### config.mk
export PLATFORM = sky130hd
export DESIGN_NAME = rmlp_free_map
export DESIGN_NICKNAME = d
export VERILOG_FILES = /design/src/design/rmlp_pkg.sv /design/src/design/rmlp_free_map.sv
export SDC_FILE = /design/constraint.sdc
export NUM_CORES = 1
export LEC_CHECK = 0
export BUFFER_PORTS_ARGS = -buffer_cell sky130_fd_sc_hd__buf_2
export CAP_MARGIN = 30
export CORE_ASPECT_RATIO = 2
export CORE_MARGIN = 2
export CORE_UTILIZATION = 60
export DETAILED_ROUTE_END_ITERATION = 16
export GPL_ROUTABILITY_DRIVEN = 0
export HOLD_SLACK_MARGIN = 0.12
export PLACE_DENSITY = 0.73
export SLEW_MARGIN = 40
export SYNTH_ARGS = -nofsm -noshare
export SYNTH_HDL_FRONTEND = slang
export SYNTH_SLANG_ARGS = --single-unit
### constraint.sdc
create_clock -name clk -period 3.6 [get_ports clk]
set_input_delay 0.36 -clock clk [delete_from_list [all_inputs] [get_ports clk]]
set_output_delay 0.36 -clock clk [all_outputs]
set_load 0.01 [all_outputs]
### src/design/rmlp_pkg.sv
// Package for the reverse-map list pool: widths, entry layout, codes and
// the control structs passed between the core and its memory and free map.
// No dependencies.
package rmlp_pkg;

  // Pool geometry
  localparam int SLOTS            = 256;
  localparam int IDX_W            = 8;
  localparam int LIM_W            = 9;
  localparam int STEP_W           = 9;   // top bit set means the walk bound is reached
  localparam int FREE_WORD_W      = 8;
  localparam int BIT_SEL_W        = 3;
  localparam int FREE_WORDS       = SLOTS / FREE_WORD_W;
  localparam int WORD_IDX_W       = IDX_W - BIT_SEL_W;
  localparam int POOL_ENTRIES_DEF = 256;
  localparam logic [LIM_W-1:0] CFG_RESET = 9'd256;

  typedef enum logic {
    OP_ATTACH = 1'b0,
    OP_DETACH = 1'b1
  } op_t;

  typedef enum logic [1:0] {
    STAT_DONE     = 2'd0,
    STAT_FULL     = 2'd1,
    STAT_NOTFOUND = 2'd2
  } status_t;

  typedef enum logic [2:0] {
    S_IDLE,
    S_SCAN,
    S_ALLOC,
    S_A_RD,
    S_A_WALK,
    S_D_WALK,
    S_D_FREE,
    S_RESP
  } state_t;

  typedef struct packed {
    logic [31:0]      addr;
    logic [15:0]      owner;
    logic [IDX_W-1:0] next;
  } entry_t;

  typedef struct packed {
    logic             we;
    logic [IDX_W-1:0] waddr;
    entry_t           wdata;
    logic             re;
    logic [IDX_W-1:0] raddr;
  } mem_req_t;

  typedef struct packed {
    logic             take;
    logic             release_en;
    logic [IDX_W-1:0] idx;
  } fmap_cmd_t;

  typedef struct packed {
    logic             hit;
    logic [IDX_W-1:0] idx;
    logic             last;
  } fmap_scan_t;

endpackage

### src/design/rmlp_free_map.sv
// Free map of the pool: one flop per entry, scanned one 8-entry word per
// cycle for the lowest free entry below the limit. Depends on rmlp_pkg.
module rmlp_free_map import rmlp_pkg::*; (
  input  logic                  clk,
  input  logic                  rst_n,
  input  fmap_cmd_t             cmd,
  input  logic [WORD_IDX_W-1:0] scan_word,
  input  logic [LIM_W-1:0]      lim,
  output fmap_scan_t            scan
);

  logic [FREE_WORD_W-1:0] free_r [FREE_WORDS];

  // free bits: entry 0 is never free
  always_ff @(posedge clk) begin
    if (!rst_n) begin
      for (int w = 0; w < FREE_WORDS; w++) begin
        free_r[w] <= '1;
      end
      free_r[0][0] <= 1'b0;
    end else if (cmd.take) begin
      free_r[cmd.idx[IDX_W-1:BIT_SEL_W]][cmd.idx[BIT_SEL_W-1:0]] <= 1'b0;
    end else if (cmd.release_en) begin
      free_r[cmd.idx[IDX_W-1:BIT_SEL_W]][cmd.idx[BIT_SEL_W-1:0]] <= 1'b1;
    end
  end

  // mask one word against the limit and pick the lowest free bit
  always_comb begin
    logic [FREE_WORD_W-1:0] avail;
    logic [IDX_W-1:0]       cand;
    logic [LIM_W-1:0]       next_base;
    for (int b = 0; b < FREE_WORD_W; b++) begin
      cand     = {scan_word, BIT_SEL_W'(b)};
      avail[b] = free_r[scan_word][b] && (cand != '0) && ({1'b0, cand} < lim);
    end
    scan.hit = |avail;
    scan.idx = '0;
    for (int b = FREE_WORD_W - 1; b >= 0; b--) begin
      if (avail[b]) begin
        scan.idx = {scan_word, BIT_SEL_W'(b)};
      end
    end
    next_base = (LIM_W'(scan_word) + LIM_W'(1)) << BIT_SEL_W;
    scan.last = (next_base >= lim);
  end

endmodule

### Word level (Yosys, flattened, before mapping)

Memory sizes are Yosys's and may differ from the RTL's.
Index checks and enable logic that the tools add are counted.

| storage, ports and cells | value |
|---|---|
| flip-flop bits (word level) | 0 |
| RAM bits | 256 |
| bits of input ports | 26 |
| output and inout port bits | 10 |
| word-level logic and storage cells | 65 |
| memories kept | 1 |

| cells by class | value |
|---|---|
| $add $sub $neg | 1 |
| order comparisons | 11 |
| muxes and demuxes | 30 |
| bitwise operators | 9 |
| reduce and logical (&&, ||, !) cells | 13 |

Memories:

| memory | depth | width | read ports | clocked after memory_dff | wr ports | line | text |
|---|---|---|---|---|---|---|---|
| free_r | 32 | 8 | 1 | 0 | 32 | rmlp_free_map.sv:12 | `logic [FREE_WORD_W-1:0] free_r [FREE_WORDS];` |

Operators by type and width:

| operator | count |
|---|---|
| $mux 8 | 12 |
| $lt 8x9->1 | 8 |
| $mux 1 | 16 |
| $reduce_or 8->1 | 2 |
| $logic_and 1x1->1 | 10 |
| $ge 9x9->1 | 1 |
| $or 1x1->1 | 9 |
| $add 5x1->6 const B | 1 |
| $mux 5 | 1 |
| $reduce_bool 5->1 | 1 |
| $lt 3x4->1 const B | 1 |
| $demux 1 s3 | 1 |
| $ge 3x1->1 const B | 1 |

### Longest topological paths before layout

Gate-level depths: netlist of run 1.

| logic depth | value |
|---|---|
| depth in word-level cells | 10 |
| depth in mapped cells | 12 |
| mapped depth without buffers | 9 |

### Worst setup path before layout of run 1

OpenSTA, ideal clock, no wires.

| timing | value |
|---|---|
| path kind | input-to-output |
| from | input port scan_word[0] |
| to | output port scan[1] (netlist bit) |
| arrival | 2.511 ns |
| required time | 3.240 ns |
| path slack | 0.729 ns |
| cell stages on the path | 12 |
| buffers on the path | 3 |
| cell sequence | buf_6 buf_12 buf_4 clkinv_1 ha_1 nand2b_1 nor3_1 a2111oi_0 nand3_1 nand3_1 a21boi_0 a41o_1 |

RTL lines:

| what | line | text |
|---|---|---|
| from (decl) | rmlp_free_map.sv:7 | `input logic [WORD_IDX_W-1:0] scan_word,` |
| to (decl) | rmlp_free_map.sv:9 | `output fmap_scan_t scan` |

==> Implementation_results.wiki, run 1 <==
{| class="wikitable"
! Metric !! Value
|-
| Minimum clock period || 3.288 ns
|-
| Register bit count reported by yosys || 256
|-
| Number of instances resized during post-cts repair || 0
|-
| Clock tree buffer depth || 3
|-
| Worst path max stage delay || 0.61 ns
|-
| Share of synthesized registers carrying an async set or reset || 0%
|-
| Diodes inserted || 0
|-
| # rows || 77
|-
| 1st-pass router iterations || 7
|-
| Signed area change from the synthesized netlist to the final layout || 8.631%
|-
| Worst ir drop on vdd || 0.4202 mV
|-
| Final Max Tran Viols || 0
|-
| Wire length of the first global-routing pass || about 63000 um
|-
| Final count of negative-setup-slack endpoints || 0
|-
| Unrepaired setup endpoints after global routing || false
|-
| Pin count of the biggest net entering global routing || 257
|-
| Synthesized cell area || 0.01351 sq mm
|-
| Vias in the first global route || 10453
|-
| Post-synth EDFFs || 255
|-
| Register with the most flip-flops || free_r
|-
| CP delay by family, top || multiplexers
|-
| Flip-flop count of the largest register, all copies and words added || 256
|-
| Horizontal die dimension || about 110 um
|-
| Run status || completed
|-
| Peak Freq || about 0.3 GHz
|-
| Vias after detailed routing || 10626
|-
| Total number of yosys warnings || 0
|-
| Clk pin slew, worst setup/hold paths || approximately 0.060 ns
|-
| Slew @ Worst Pin || approximately 0.89 ns
|-
| Hold Path Class || in2reg
|-
| Hpwl dp || approximately 27000 um
|-
| Fraction of final layout cells sized beyond drive strength 1 || 15.05%
|-
| ANT nets after route || 0
|-
| Count of routing violations after the opening detailed-route iteration || 1607
|-
| CTS tree || built
|-
| Clock latency reported for the late side of the worst-skew pair || slightly above 0.5 ns
|-
| Net count reported at finish || 1260
|-
| Setup TNS || 0 ns
|-
| Post-placement cell area || about 0.014 sq mm
|-
| Number of maximum-capacitance violations || 0
|-
| Number of DRC violations after detailed routing || 0
|-
| Cell breakdown of the critical path || mux4_1 -> mux2_2 -> a21oi_1 -> a2111o_1 -> nand4_1 -> nor2_4 -> nor2_1 -> buf_2
|-
| Mean routed wirelength per cell || 27.61 um
|-
| Worst slack, placed || 0.3095 ns
|-
| Power per cell area || 456.1 mW/mm^2
|-
| Seq/Total Area, Yosys || between 50 and 60%
|-
| Level count of the clock H-tree || 1
|-
| Total wirelength of the detailed-routed design || 41750 um
|-
| Largest registers in the final layout || free_r x256
|-
| Count of unique library cells instantiated by Yosys || 57
|-
| Critical Path End Type || output pin
|-
| Antenna violations before repair || 0
|-
| Initial Utilization || between 60% and 70%
|-
| Top cell type's share of synthesized area || 56.68%
|-
| Main area contributors after synthesis || sky130_fd_sc_hd__edfxtp_1 (57%), sky130_fd_sc_hd__o21ai_0 (9.7%), sky130_fd_sc_hd__mux4_2 (9.3%)
|-
| Number of buffers inserted by hold repair at cts || 0
|-
| Post-layout util || 66.23%
|-
| Overflow left after global routing || 0
|-
| Setup Buffers After CTS || 0
|-
| Synthesized area divided by synthesized cell count || 10.97 sq um
|-
| Portion of the clock cycle consumed by the worst path in the final layout || 91.34%
|-
| Worst Skew || 0 ns
|-
| Tot Pwr || ~6.7 mW
|-
| Top FF cell, synth || sky130_fd_sc_hd__edfxtp_1
|-
| Synthesized Nets || 1272
|-
| Required time of the critical path || 3.24 ns
|-
| Worst Setup Slack, final || between 0.3 and 0.4 ns
|-
| Setup Crit Path Kind || reg2out
|-
| Finished Cell Area || between 0.01 and 0.015 sq mm
|-
| Worst slew slack as a fraction of its limit || 40.78%
|-
| Count of endpoints failing hold in the final timing report || 0
|-
| Port-buffer cells || 35
|-
| TritonCTS buffer count || 23
|-
| CTS Root Buffer Type || sky130_fd_sc_hd__clkbuf_16
|-
| Vias per cell || 7.028
|-
| Die area || 0.02381 sq mm
|-
| Count of clock tree sinks || approximately 260
|-
| CP Max Fanout || 6
|-
| Mapped Cells || 1232
|-
| Kind of start point of the critical path || register
|-
| Global-route usage over all layers || 36.39%
|-
| Boundary pin count || 36
|-
| Cell with the largest stage delay on the worst path || sky130_fd_sc_hd__mux4_1
|-
| Critical Path AT || 2.93 ns
|-
| Worst Path Buf+Inv || 1
|-
| Placeable core area || 0.02216 sq mm
|-
| Largest area contributor in the synthesized netlist || sky130_fd_sc_hd__edfxtp_1
|-
| P_leak || 4.636 nW
|-
| Die height || 216.2 um
|}
-- worst reg2reg max path: stages, from the launching register on --
cell and delay [ns]:
sky130_fd_sc_hd__dfxtp_1 0.39, sky130_fd_sc_hd__o211ai_1 0.11, sky130_fd_sc_hd__o31ai_1 0.09
-- cells by family after synthesis --
family                   share of synthesized area (%)
XOR/XNOR                                        0.1945
adder cells (fa/ha/maj)                          1.297
AO/OA/AOI/OAI                                    12.70
flip-flops                                       56.83
buffers and inverters                            3.982
multiplexers                                     11.62
AND/OR/NAND/NOR                                  13.38
-- final timing paths --
check | startpoint | to | slack [ns] | cells after the start
setup reg to reg | free_r[0][0]$_DFF_P_ | free_r[0][0]$_DFF_P_ | 2.93 | 2
hold reg to reg | free_r[0][0]$_DFF_P_ | free_r[0][0]$_DFF_P_ | 0.56 | 2
hold / removal | cmd[8] | free_r[0][0]$_DFF_P_ | 0.18 | 3
setup / recovery | free_r[24][7]$_SDFFCE_PN1P_ | scan[8] | 0.31 | 8
-- Yosys cell counts (5+ instances only) --
master	n
sky130_fd_sc_hd__a21boi_0	8
sky130_fd_sc_hd__a21oi_1	6
sky130_fd_sc_hd__and2_1	5
sky130_fd_sc_hd__buf_2	9
sky130_fd_sc_hd__clkbuf_1	90
sky130_fd_sc_hd__edfxtp_1	255
sky130_fd_sc_hd__ha_1	14
sky130_fd_sc_hd__inv_1	11
sky130_fd_sc_hd__mux2_2	8
sky130_fd_sc_hd__mux2i_1	14
sky130_fd_sc_hd__mux4_2	56
sky130_fd_sc_hd__nand2_1	307
sky130_fd_sc_hd__nand2b_1	5
sky130_fd_sc_hd__nand3_1	15
sky130_fd_sc_hd__nor2_1	62
sky130_fd_sc_hd__nor2b_1	10
sky130_fd_sc_hd__nor3_1	8
sky130_fd_sc_hd__o21ai_0	263
-- final cells by class --
cell class                 instances  area, sq um
fill                            1690         7482
clock buffer                      27        590.6
clock inverter                    14        138.9
inverter                          16        60.06
timing repair buffer              73        525.5
multi-input combinational        850         5339
sequential                       256         7677
tap                              276        345.3
-- through the flow --
stage,hold WS (ns),std cells
floorplan,0.4690,1232
global placement,0.5324,1470
detailed placement,0.5423,1470
CTS,0.1728,1511
global route,0.2056,1512
finish,0.1760,1512
-- power by group --
group | switching, mW | leakage, nW | internal (mW)
combinational | 0.471 | 1.71 | 0.270
sequential | 0.0551 | 2.58 | 3.42
clock | 1.09 | 0.353 | 1.39
total | 1.62 | 4.64 | 5.08
-- per-layer routing --
layer / GRT usage (%) / wire, um / vias to the layer above
met1: 44.20 / 12810 / 5068
li1: - / - / 4468
met3: 7.579 / 4996 / 201
met4: 25.58 / 3857 / 0
met5: 0 / 0 / -
met2: 57.01 / 20090 / 889
-- cells in the final DEF (no fill, tap or decap), types with 8 or more instances in the layout --
master,count
sky130_fd_sc_hd__nand2_1,307
sky130_fd_sc_hd__o21ai_0,263
sky130_fd_sc_hd__edfxtp_1,255
sky130_fd_sc_hd__mux4_2,56
sky130_fd_sc_hd__nor2_1,52
sky130_fd_sc_hd__buf_4,37
sky130_fd_sc_hd__buf_2,32
sky130_fd_sc_hd__clkbuf_16,23
sky130_fd_sc_hd__nand3_1,15
sky130_fd_sc_hd__mux2i_1,14
sky130_fd_sc_hd__ha_1,14
sky130_fd_sc_hd__inv_1,11
sky130_fd_sc_hd__clkinv_1,11
sky130_fd_sc_hd__nor2b_1,9
sky130_fd_sc_hd__mux2_2,8
sky130_fd_sc_hd__nor3_1,8
sky130_fd_sc_hd__a21boi_0,8
No activity file was read; power rests on OpenSTA's default activity.
==> run 2, diff against run 1 <==
--- a/config.mk
+++ b/config.mk
@@ -13,7 +13,7 @@
 export DETAILED_ROUTE_END_ITERATION = 16
 export GPL_ROUTABILITY_DRIVEN = 0
 export HOLD_SLACK_MARGIN = 0.12
-export PLACE_DENSITY = 0.73
+export PLACE_DENSITY = 0.76
 export SLEW_MARGIN = 40
 export SYNTH_ARGS = -nofsm -noshare
 export SYNTH_HDL_FRONTEND = slang
==> run 2 against run 1 <==
- critical endpoint is now scan[5]
- cell area decreased by 0.96%
- sequential power is essentially flat
- non-clock buffer count decreased by 4
- largest power group unchanged
- utilization fell by 0.63 points
- register-to-register slack better by 0.03 ns
- via count is 1.2% lower
- critical path depth unchanged
- worst hold slack worse by 0.014 ns
- clock-buffer cell count unchanged
- fmax shrank 1.1%
==> Implementation_results.wiki, run 2 (synthesis gave the netlist of run 1 again) <==
{| class="wikitable"
! Metric !! Value
|-
| Run status || completed
|-
| Global-route usage over all layers || a little over a third
|-
| Flop-to-flop setup slack || 2.96 ns
|-
| Fraction of final layout cells sized beyond drive strength 1 || 14.51%
|-
| Unrepaired setup endpoints after global routing || false
|-
| Worst Hold Depth || 3
|-
| Most frequent standard cell in the layout excluding fill and tap cells || sky130_fd_sc_hd__nand2_1
|-
| Startpoint of the most critical hold path || cmd[8]
|-
| Signed area change from the synthesized netlist to the final layout || 7.594%
|-
| Number of cells traversed by the worst register-to-register path || 2
|-
| Count of clock tree sinks || 256
|-
| Start of the worst register-to-register path || free_r[0][0]$_DFF_P_
|-
| Kind of start point of the critical path || register
|-
| Worst ir drop on vdd || 0.3061 mV
|-
| Reg-to-Reg End || free_r[0][0]$_DFF_P_
|-
| Critical Path AT || 2.97 ns
|-
| Vias per cell || 6.981
|-
| Required time of the critical path || 3.24 ns
|-
| CP Max Fanout || 6
|-
| Worst path max stage delay || about 0.56 ns
|-
| Wire length of the first global-routing pass || 62140 um
|-
| Most frequent cells in the layout || sky130_fd_sc_hd__nand2_1 (307), sky130_fd_sc_hd__o21ai_0 (263), sky130_fd_sc_hd__edfxtp_1 (255), sky130_fd_sc_hd__mux4_2 (56), sky130_fd_sc_hd__nor2_1 (54)
|-
| Cell with the largest stage delay on the worst path || sky130_fd_sc_hd__mux4_1
|-
| Peak Freq || 0.3007 GHz
|-
| Mean routed wirelength per cell || 27.20 um
|-
| Setup TNS || 0 ns
|-
| Clock tree buffer depth || 3
|-
| Setup Crit Path Kind || reg2out
|-
| Portion of the clock cycle consumed by the worst path in the final layout || 92.37%
|-
| Flip-flop count of the largest register, all copies and words added || around 260
|-
| Number of buffers inserted by hold repair at cts || 0
|-
| Largest registers in the final layout || free_r x256
|-
| Worst Skew || 0 ns
|-
| CTS tree || built
|-
| Critical Path End Type || output pin
|-
| Vias in the first global route || 10256
|-
| Count of routing violations after the opening detailed-route iteration || 1471
|-
| Final count of negative-setup-slack endpoints || 0
|-
| Number of instances resized during post-cts repair || 0
|-
| Overflow left after global routing || 0
|-
| Final Max Tran Viols || 0
|-
| Pin count of the biggest net entering global routing || 258
|-
| CP delay by family, top || multiplexers
|-
| Number of maximum-capacitance violations || 0
|-
| P_leak || around 4.6 nW
|-
| Placeable core area || ~0.022 sq mm
|-
| Register with the most flip-flops || free_r
|-
| Level count of the clock H-tree || 1
|-
| Die area || about 0.024 sq mm
|-
| Die height || about 220 um
|-
| Port-buffer cells || 35
|-
| Total wirelength of the detailed-routed design || 40910 um
|-
| Slew @ Worst Pin || 0.8735 ns
|-
| CTS Root Buffer Type || sky130_fd_sc_hd__clkbuf_16
|-
| Clk pin slew, worst setup/hold paths || about 0.070 ns
|-
| Vias after detailed routing || 10500
|-
| Hold Path Class || in2reg
|-
| Horizontal die dimension || 110.1 um
|-
| Worst hold endpoint || free_r[0][0]$_DFF_P_
|-
| Antenna violations before repair || 0
|-
| Hpwl dp || 26920 um
|-
| Number of DRC violations after detailed routing || 0
|-
| TritonCTS buffer count || 22
|-
| Power per cell area || 442.0 mW/mm^2
|-
| Initial Utilization || 60.97%
|-
| Clock latency reported for the late side of the worst-skew pair || 0.53 ns
|-
| Setup Buffers After CTS || 0
|-
| 1st-pass router iterations || 8
|-
| Boundary pin count || 36
|-
| Number of inserted filler cells in the final layout || 1660
|-
| # rows || slightly below 80
|-
| Minimum clock period || 3.325 ns
|-
| Worst slew slack as a fraction of its limit || 41.65%
|-
| ANT nets after route || 0
|-
| Net count reported at finish || 1255
|-
| Cell breakdown of the critical path || mux4_1 -> mux4_2 -> and2_1 -> o21ai_2 -> nand4_2 -> nor2_4 -> nor2_1 -> buf_2
|-
| Tot Pwr || 6.426 mW
|-
| Count of endpoints failing hold in the final timing report || 0
|-
| Worst Path Buf+Inv || 1
|}
[run 2: tightest hold or removal path: cells and delay by family]
kind,cells,cell delay (ns)
AND/OR/NAND/NOR,1,0.10
buffers and inverters,1,0.11
AO/OA/AOI/OAI,1,0.07
[run 2: layout make-up]
class	instances	area [sq um]	share of cell area, %
clock inverters	9	42.54	0.2927
repair buffers	69	495.5	3.409
diodes	1	2.502	0.01721
clock buffers	27	590.6	4.063
flip-flops and latches	256	7677	52.81
inverters	16	63.81	0.4390
well taps	276	345.3	2.376
multi-input cells	850	5319	36.59
[run 2: worst max-delay path by stage]
stage	start	endpoint	slack, ns	cells past startpoint
after floorplan	scan_word[0]	scan[1]	0.73	12
after global placement	scan_word[0]	scan[7]	0.33	10
after detailed placement	scan_word[0]	scan[5]	0.34	10
after CTS	free_r[27][1]$_SDFFCE_PN1P_	scan[5]	0.27	8
after global routing	scan_word[0]	scan[1]	0.07	11
final	free_r[27][1]$_SDFFCE_PN1P_	scan[5]	0.27	8
[run 2: through the flow]
stage	cell area (sq um)	hold slack [ns]	worst slack [ns]	std cells	utilization, %
detailed placement	13870	0.5237	0.3421	1466	62.57
global placement	13870	0.5044	0.3329	1466	62.57
global route	14530	0.1813	0.06594	1503	65.59
finish	14540	0.1616	0.2746	1504	65.60
CTS	14500	0.1554	0.2725	1502	65.43
floorplan	13510	0.4690	0.7288	1232	-
[run 2: per-layer routing]
metal	share of wire, %	up-vias	global-route usage [%]
met3	11	144	7.729
li1	-	4457	-
met5	0	-	0
met2	51	775	58.98
met1	30	5124	42.75
met4	7.0	0	21.96
[run 2: power by group]
| group | switching (mW) | internal (mW) | leakage (nW) | total (mW) |
|---|---|---|---|---|
| Clock | 1.05 | 1.16 | 0.312 | 2.21 |
| Combinational | 0.476 | 0.267 | 1.68 | 0.743 |
| Sequential | 0.0485 | 3.42 | 2.58 | 3.47 |
| Total | 1.58 | 4.85 | 4.57 | 6.43 |
==> run 3, diff against run 2 <==
--- a/config.mk
+++ b/config.mk
@@ -14,6 +14,7 @@
 export GPL_ROUTABILITY_DRIVEN = 0
 export HOLD_SLACK_MARGIN = 0.12
 export PLACE_DENSITY = 0.76
+export RECOVER_POWER = 50
 export SLEW_MARGIN = 40
 export SYNTH_ARGS = -nofsm -noshare
 export SYNTH_HDL_FRONTEND = slang
==> run 3 against run 2 <==
- the flow now finishes with violations (max-capacitance violations, max-slew violations)
- clock-buffer cell count did not move
- critical endpoint unchanged
- non-clock buffer count did not move
- utilization fell by 0.11 points
- fmax rose by 0.10%
- first-iteration DRC count fell by 0.41%
- cell count barely moved
- wire length rose by 0.19%
- via count rose by 0.11%
- setup slack improved by 0.0034 ns
- sequential power barely moved
- cell area fell by 0.17%
==> Implementation_results.wiki, run 3 (synthesis gave the netlist of run 1 again) <==
{| class="wikitable"
! Metric !! Value
|-
| Setup Buffers After CTS || 0
|-
| Reported net switching power || 1.579 mW
|-
| Mean routed wirelength per cell || 27.27 um
|-
| Number of buffers inserted by hold repair at cts || 0
|-
| Initial Utilization || 60.97%
|-
| Setup Crit Path Kind || reg2out
|-
| Count of routing violations after the opening detailed-route iteration || 1465
|-
| Cell breakdown of the critical path || mux4_1 -> mux4_2 -> and2_1 -> o21ai_2 -> nand4_2 -> nor2_4 -> nor2_1 -> buf_2
|-
| Cell with the largest stage delay on the worst path || sky130_fd_sc_hd__mux4_1
|-
| Hold slack || 0.1560 ns
|-
| Layer with the highest usage || met2
|-
| Power per cell area || 442.8 mW/mm^2
|-
| Largest registers in the final layout || free_r x256
|-
| ANT nets after route || 0
|-
| Diodes inserted || 0
|-
| Net count reported at finish || about 1300
|-
| Worst ir drop on vdd || between 0.3 and 0.4 mV
|-
| Register with the most flip-flops || free_r
|-
| Share of power burned in the clock network || 34.5%
|-
| Die height || 216.2 um
|-
| Most frequent standard cell in the layout excluding fill and tap cells || sky130_fd_sc_hd__nand2_1
|-
| Wire length of the first global-routing pass || 62140 um
|-
| Peak Freq || 0.3010 GHz
|-
| Vias in the first global route || 10256
|-
| CTS tree || built
|-
| # rows || 77
|-
| Critical Path AT || 2.96 ns
|-
| Met3 track demand over resource || 7.729%
|-
| Fraction of met2 tracks used by global routing || 58.98%
|-
| Overflow left after global routing || 0
|-
| Final count of negative-setup-slack endpoints || 0
|-
| Flop pwr share || between 50% and 60%
|-
| Worst Skew || 0 ns
|-
| Horizontal die dimension || 110.1 um
|-
| Pin count of the biggest net entering global routing || 258
|-
| Worst path max stage delay || 0.56 ns
|-
| Number of DRC violations after detailed routing || 0
|-
| Fraction of final layout cells sized beyond drive strength 1 || 13.85%
|-
| Clock tree buffer depth || 3
|-
| TritonCTS buffer count || 22
|-
| Number of instances resized during post-cts repair || 0
|-
| Failing checks || max-capacitance violations, max-slew violations
|-
| CP delay by family, top || multiplexers
|-
| Unrepaired setup endpoints after global routing || false
|-
| Minimum clock period || 3.322 ns
|-
| Internal power || 4.848 mW
|-
| P_leak || 4.554 nW
|-
| Count of endpoints failing hold in the final timing report || 0
|-
| Clock latency reported for the late side of the worst-skew pair || 0.53 ns
|-
| Setup TNS || 0 ns
|-
| Number of maximum-capacitance violations || 3
|-
| Number of inserted filler cells in the final layout || 1667
|-
| Vias after detailed routing || 10512
|-
| Boundary pin count || 36
|-
| Hold Path Class || in2reg
|-
| Critical Path End Type || output pin
|-
| Final Max Tran Viols || 100
|-
| 1st-pass router iterations || 10
|-
| Antenna violations before repair || 0
|-
| Port-buffer cells || 35
|-
| Relative contribution of combinational cells to total power || 11.5%
|-
| CTS Root Buffer Type || sky130_fd_sc_hd__clkbuf_16
|-
| Flip-flop count of the largest register, all copies and words added || approximately 260
|-
| Level count of the clock H-tree || 1
|-
| Slew @ Worst Pin || 1.782 ns
|-
| Vias per cell || 6.994
|-
| Switching part of the total power || 24.56%
|-
| Global-route usage over all layers || 36.03%
|-
| Met1 capacity usage during global routing || roughly 43%
|-
| Count of clock tree sinks || 256
|-
| Die area || 0.02381 sq mm
|-
| Placeable core area || 0.02216 sq mm
|-
| Total wirelength of the detailed-routed design || 40980 um
|-
| Run status || finished with violations
|-
| Worst Path Buf+Inv || 1
|-
| Signed area change from the synthesized netlist to the final layout || 7.409%
|-
| Required time of the critical path || 3.24 ns
|-
| Most frequent cells in the layout || sky130_fd_sc_hd__nand2_1 (307), sky130_fd_sc_hd__o21ai_0 (263), sky130_fd_sc_hd__edfxtp_1 (255), sky130_fd_sc_hd__mux4_2 (56), sky130_fd_sc_hd__nor2_1 (56)
|-
| Hpwl dp || 26920 um
|-
| CP Max Fanout || 6
|-
| Portion of the clock cycle consumed by the worst path in the final layout || 92.28%
|-
| Clk pin slew, worst setup/hold paths || around 0.070 ns
|-
| Kind of start point of the critical path || register
|-
| Worst slew slack as a fraction of its limit || -18.79%
|}
run 3: power groups by stage:
| stage | combinational (mW) | sequential, mW | clock [mW] |
|---|---|---|---|
| floorplan | 0.478 | 3.51 | 0 |
| global placement | 0.700 | 3.53 | 0 |
| global route | 0.786 | 3.48 | 2.31 |
| CTS | 0.715 | 3.47 | 2.21 |
| finish | 0.740 | 3.47 | 2.21 |
| detailed placement | 0.713 | 3.54 | 0 |
run 3: final timing paths:
check	startpoint	end	slack (ns)	cells past startpoint
worst max-delay path	free_r[27][1]$_SDFFCE_PN1P_	scan[5]	0.28	8
worst min-delay path	cmd[8]	free_r[0][0]$_DFF_P_	0.16	3
worst max register to register	free_r[0][0]$_DFF_P_	free_r[0][0]$_DFF_P_	2.97	2
worst min register to register	free_r[0][0]$_DFF_P_	free_r[0][0]$_DFF_P_	0.53	2
run 3: per-layer routing:
layer / part of all wire [%] / routed length [um] / up-vias
li1: - / - / 4457
met1: 31 / 12710 / 5135
met2: 51 / 21100 / 775
met5: 0 / 0 / -
met4: 6.9 / 2808 / 0
met3: 11 / 4360 / 145
run 3: cell type report:
type	instances	area, sq um	share of cell area, %
inverter	16	63.81	0.4397
sequential	256	7677	52.91
multi-input combinational	850	5314	36.62
timing repair buffer	69	478.0	3.294
clock buffer	27	590.6	4.070
tap	276	345.3	2.380
clock inverter	9	42.54	0.2932
run 3: metrics by stage:
| stage | utilization, % | total power, mW | worst slack [ns] | instance area (sq um) | cells |
|---|---|---|---|---|---|
| final | 65.49 | 6.426 | 0.2780 | 14510 | 1503 |
| after global routing | 65.49 | 6.576 | 0.06594 | 14510 | 1503 |
| after CTS | 65.43 | 6.391 | 0.2725 | 14500 | 1502 |
| after detailed placement | 62.57 | 4.248 | 0.3421 | 13870 | 1466 |
| after global placement | 62.57 | 4.227 | 0.3329 | 13870 | 1466 |
| after floorplan | - | 3.984 | 0.7288 | 13510 | 1232 |
run 3: tightest hold or removal path, cell delays in order:
cell and delay [ns]:
sky130_fd_sc_hd__buf_2 0.11, sky130_fd_sc_hd__nand3b_1 0.10, sky130_fd_sc_hd__o31ai_1 0.07
